==> src/design/sse_pkg.sv <==
// Shared types and codes for the sorted set engine.
`timescale 1ns / 1ps
`default_nettype none
package sse_pkg;

	// Request action codes.
	localparam logic [2:0] ACT_INS_A = 3'd0;
	localparam logic [2:0] ACT_INS_B = 3'd1;
	localparam logic [2:0] ACT_INTER = 3'd2;
	localparam logic [2:0] ACT_UNION = 3'd3;
	localparam logic [2:0] ACT_DIFF  = 3'd4;

	// Result status codes.
	localparam logic [1:0] ST_INSERTED = 2'd0;
	localparam logic [1:0] ST_DUP      = 2'd1;
	localparam logic [1:0] ST_FULL     = 2'd2;
	localparam logic [1:0] ST_MEMBER   = 2'd3;

	// Chain operation codes.
	typedef logic [1:0] chain_op_t;
	localparam chain_op_t OP_HOLD = 2'd0;
	localparam chain_op_t OP_INS  = 2'd1;
	localparam chain_op_t OP_ROT  = 2'd2;

	// Control bundle sent from the sequencer to one chain.
	typedef struct packed {
		chain_op_t   op;
		logic [31:0] value;
	} chain_ctrl_t;

endpackage
`default_nettype wire

==> src/design/sse_cell.sv <==
// One storage cell of a sorted chain: holds one set entry.
`timescale 1ns / 1ps
`default_nettype none
module sse_cell (
	input  wire               clk,
	input  sse_pkg::chain_ctrl_t ctrl,
	input  wire  [31:0]       left_data,
	input  wire               left_lt,
	input  wire  [31:0]       right_data,
	input  wire  [31:0]       head_data,
	input  wire               tail,
	input  wire               live,
	output logic [31:0]       data_q,
	output logic              lt,
	output logic              eq
);
	import sse_pkg::*;

	// Compare the held entry against the value being inserted.
	assign lt = live && ($signed(data_q) < $signed(ctrl.value));
	assign eq = live && (data_q == ctrl.value);

	// Keep, take the new value, shift from the left, or rotate from the right.
	always_ff @(posedge clk) begin
		case (ctrl.op)
			OP_INS: begin
				if (!lt) begin
					data_q <= left_lt ? ctrl.value : left_data;
				end
			end
			OP_ROT: begin
				data_q <= tail ? head_data : right_data;
			end
			default: begin
				data_q <= data_q;
			end
		endcase
	end

endmodule
`default_nettype wire

==> src/design/sse_chain.sv <==
// A row of cells holding one sorted set, with its size counter.
`timescale 1ns / 1ps
`default_nettype none
module sse_chain #(
	parameter int CAP = 32
) (
	input  wire                       clk,
	input  wire                       arst_n,
	input  sse_pkg::chain_ctrl_t      ctrl,
	output logic [31:0]               head,
	output logic [$clog2(CAP+1)-1:0]  size_q,
	output logic                      dup,
	output logic                      full
);
	import sse_pkg::*;

	localparam int SW = $clog2(CAP + 1);

	logic [31:0] data [CAP];
	logic [CAP-1:0] lt_v;
	logic [CAP-1:0] eq_v;

	// Cells: insertion shifts right, rotation moves the head to the tail.
	for (genvar i = 0; i < CAP; i++) begin : g_cell
		logic [31:0] left_d;
		logic [31:0] right_d;
		logic        left_l;
		if (i == 0) begin : g_first
			assign left_d = ctrl.value;
			assign left_l = 1'b1;
		end else begin : g_mid
			assign left_d = data[i-1];
			assign left_l = lt_v[i-1];
		end
		if (i == CAP - 1) begin : g_last
			assign right_d = data[i];
		end else begin : g_inner
			assign right_d = data[i+1];
		end
		sse_cell u_cell (
			.clk        (clk),
			.ctrl       (ctrl),
			.left_data  (left_d),
			.left_lt    (left_l),
			.right_data (right_d),
			.head_data  (data[0]),
			.tail       (SW'(i + 1) == size_q),
			.live       (SW'(i) < size_q),
			.data_q     (data[i]),
			.lt         (lt_v[i]),
			.eq         (eq_v[i])
		);
	end

	assign head = data[0];
	assign dup  = |eq_v;
	assign full = size_q >= SW'(CAP);

	// Size grows by one on every performed insert.
	always_ff @(posedge clk or negedge arst_n) begin
		if (!arst_n) begin
			size_q <= '0;
		end else if (ctrl.op == OP_INS) begin
			size_q <= size_q + SW'(1);
		end
	end

endmodule
`default_nettype wire

==> config.mk <==
export PLATFORM = sky130hd
export DESIGN_NAME = sse_chain
export DESIGN_NICKNAME = d
export VERILOG_FILES = /design/src/design/sse_pkg.sv /design/src/design/sse_cell.sv /design/src/design/sse_chain.sv
export SDC_FILE = /design/constraint.sdc
export NUM_CORES = 2
export LEC_CHECK = 0
export BUFFER_PORTS_ARGS = -buffer_cell sky130_fd_sc_hd__buf_4
export CAP_MARGIN = 20
export CELL_PAD_IN_SITES_DETAIL_PLACEMENT = 1
export CELL_PAD_IN_SITES_GLOBAL_PLACEMENT = 2
export CORE_MARGIN = 4
export CORE_UTILIZATION = 28
export CTS_CLUSTER_DIAMETER = 80
export DETAILED_ROUTE_END_ITERATION = 7
export HOLD_SLACK_MARGIN = 0.05
export PLACE_DENSITY = 0.7
export SLEW_MARGIN = 25
export SYNTH_ARGS = -nofsm -noshare
export SYNTH_HDL_FRONTEND = slang
export SYNTH_SLANG_ARGS = --single-unit
==> constraint.sdc <==
create_clock -name clk -period 8.62 [get_ports clk]
set_input_delay 0.862 -clock clk [delete_from_list [all_inputs] [get_ports clk]]
set_output_delay 0.862 -clock clk [all_outputs]
set_load 0.01 [all_outputs]
==> metrics <==
P_sw=11.5 mW; Avg Synthesized Cell Area=9.34 µm²; DPL Wire Length=310000 µm; Initial Util=0.281; Tcrit/Tclk final=0.797; Port Buf Inserts=75; H-Tree Depth=4; final WL=420000 µm; Clock power frac=0.222; CTS tree=yes; clock sinks=1030; Syn Nets=10100; Max-Cap Viols=0; Crit Path Category=register to output port; Seq/Total Area, Yosys=0.367; Slew Viols, Final=0; Hold WC Path Type=input port to async pin; Avg WL per Cell=32.7 µm; first-pass GRT wire length=591000 µm; total number of vias=79100; die area=310000 µm²; Cells after Synth=9023; Logic pwr share=0.435; Worst-Margin Slew=1150 ps; synthesized area=84300 µm²; post-CTS setup buffers=0; switch share=0.440; commonest non-fill, non-tap cells in the layout=1242 x nand2_1, 1101 x a21oi_1, 1027 x ha_1, 1024 x edfxtp_1, 545 x nor2_1; CTS Buf Count=140; PD cells=279 nW/µm²; Via-to-Cell Ratio=6.17; pin count of the biggest net entering global routing=160; number of synthesized register bits=1030; clk slew on worst S/H paths=60 ps; number of enable flip-flop cells after synthesis=1024; Leakage=37.6 nW; P&R area growth vs syn=11.6%; Final Hold Fails=0; I/O pin count=76; clock tree buffer depth=3; Filler cells=34200; CORE AREA=300000 µm²; status=finished clean; cts repair resizes=0; antenna viol nets, final=0; drc violations=0; min cycle time layout=6870 ps; Critical Path End Type=output port; num rows=201; vias in the first global route=78900; drt initial violations=8818; YS warnings=0; Crit path required time=7760 ps; Startpoint Class=register; skew final=30.8 ps; Synth Flop Type=edfxtp_1; GRT Resource Usage Total=0.260; VDD IR max=167 µV; Final setup viols=0; reg2reg setup slack=3490 ps; ys async rst share=0.00583; Clk Latency, worst-skew pair=820 ps; synth unique cells=84; PnR Total Power=26.2 mW; Slew HR=0.232; layout cells sized above 1=0.0872; Die Wd=557 µm; most common cell after layout, fill and taps aside=nand2_1; Fin Setup TNS=0 ps; initial antenna violation count=16; RSZ-0062 raised after global routing=no; GP Congestion=0.950; overall die height=557 µm; fmax=0.146 GHz; grt ovf=0; P_int=14.7 mW; clk root buf=clkbuf_16; nets=9800; crit-path max FO=33; Flop pwr share=0.343; Pre-antenna DRT Iters=6; CP arrival=6010 ps
## final cells by class
| cell class | instances | area (µm²) | share of cell area |
|---|---|---|---|
| inverter | 139 | 529 | 0.00563 |
| clock inverter | 79 | 541 | 0.00575 |
| tap | 3958 | 4950 | 0.0527 |
| clock buffer | 178 | 3790 | 0.0404 |
| antenna | 16 | 40.0 | 0.000426 |
| timing repair buffer | 352 | 2760 | 0.0293 |
| multi-input combinational | 7072 | 50500 | 0.537 |
| sequential | 1030 | 30900 | 0.329 |
## path summary, 6_finish.rpt
path                                                       from                                endpoint  cells after the start
min                                                      arst_n                   size_q[0]$_DFFE_PN0P_                      2
max in group asynchronous                                arst_n                   size_q[5]$_DFFE_PN0P_                      2
max reg2reg                               size_q[0]$_DFFE_PN0P_  g_cell[24].u_cell.data_q[19]$_DFFE_PP_                      9
min reg2reg                g_cell[1].u_cell.data_q[0]$_DFFE_PP_    g_cell[0].u_cell.data_q[0]$_DFFE_PP_                      1
min in group clk           g_cell[1].u_cell.data_q[0]$_DFFE_PP_    g_cell[0].u_cell.data_q[0]$_DFFE_PP_                      1
max                                       size_q[0]$_DFFE_PN0P_                                     dup                     12
## per-stage QoR
stage | std cells | hold WS [ps] | setup WS (ps) | instance area, µm² | utilization
finish | 12800 | 437 | 1750 | 94000 | 0.314
global placement | 12500 | 528 | 1260 | 89400 | 0.298
CTS | 12800 | 388 | 1890 | 93900 | 0.313
floorplan | 9023 | 521 | 37.7 | 84300 | -
detailed placement | 12500 | 561 | 2210 | 89600 | 0.299
global route | 12800 | 420 | 1760 | 94000 | 0.314
## critical path, cell delays in order, from the launching register on
cell and delay, ps:
dfrtp_1 730, inv_1 290, ha_1 520, nor2b_1 520, nand2_1 200, nor2_4 140, buf_4 590, nor2_1 230
nand4_1 330, and4_1 230, nand4_1 230, or4_1 860, buf_4 270
## cells by family (layout without fill, tap and decap cells)
group / after synthesis / count (layout) / synth area share
buf+inv: 921 / 748 / 0.0436
mux: 563 / 563 / 0.0675
flops: 1030 / 1030 / 0.367
other cells: 0 / 16 / 0
simple gates: 2809 / 2809 / 0.156
fa+ha+maj: 1029 / 1029 / 0.153
xor+xnor: 5 / 5 / 0.000520
compound gates: 2666 / 2666 / 0.213
## routing by layer
layer  GRT usage  vias to the layer above  wire length [µm]
met3      0.0413                      815             32100
met4       0.140                        0             25500
li1            -                    34200                 -
met2       0.408                     3701            187000
met1       0.343                    40300            175000
met5           0                        -                 0
## cells in the mapped netlist, types with 45 or more instances
master | n | share of area
nand2_1 | 1250 | 0.056
a21oi_1 | 1121 | 0.067
ha_1 | 1029 | 0.15
edfxtp_1 | 1024 | 0.36
clkbuf_1 | 642 | 0.029
nor2_1 | 575 | 0.026
mux2i_1 | 542 | 0.064
o21ai_0 | 316 | 0.019
a221o_1 | 286 | 0.034
nor3b_1 | 284 | 0.025
a32oi_1 | 224 | 0.023
nand3_1 | 204 | 0.012
nand4_1 | 195 | 0.014
inv_1 | 137 | 0.0061
o221ai_1 | 129 | 0.013
a21o_1 | 125 | 0.011
a31oi_1 | 80 | 0.0059
buf_2 | 72 | 0.0043
nor3_1 | 65 | 0.0039
nor2b_1 | 54 | 0.0040
a211oi_1 | 47 | 0.0042
buf_1 | 45 | 0.0020
## sequential cells by signal (all words and copies together) (netlist names)
register              count
g_cell.u_cell.data_q   1024
size_q                    6
## what timing repair did
| action | CTS | global route |
|---|---|---|
| endpoints found under the hold margin | 6 | 0 |
| endpoints found under the setup margin | 0 | 0 |
| hold buffers | 1 | 0 |
## power by group through the flow
| stage | Combinational [mW] | Clock [mW] | Sequential (mW) |
|---|---|---|---|
| 2_1_floorplan | 7.29 | 0 | 8.19 |
| 3_5_place_dp | 11.1 | 0 | 9.01 |
| 6_report | 11.4 | 5.83 | 8.99 |
| 4_1_cts | 11.2 | 5.91 | 8.92 |
| 5_1_grt | 12.3 | 6.10 | 9.07 |
| 3_3_place_gp | 10.7 | 0 | 9.00 |
Note: power is estimated with default switching activity, not from simulation.
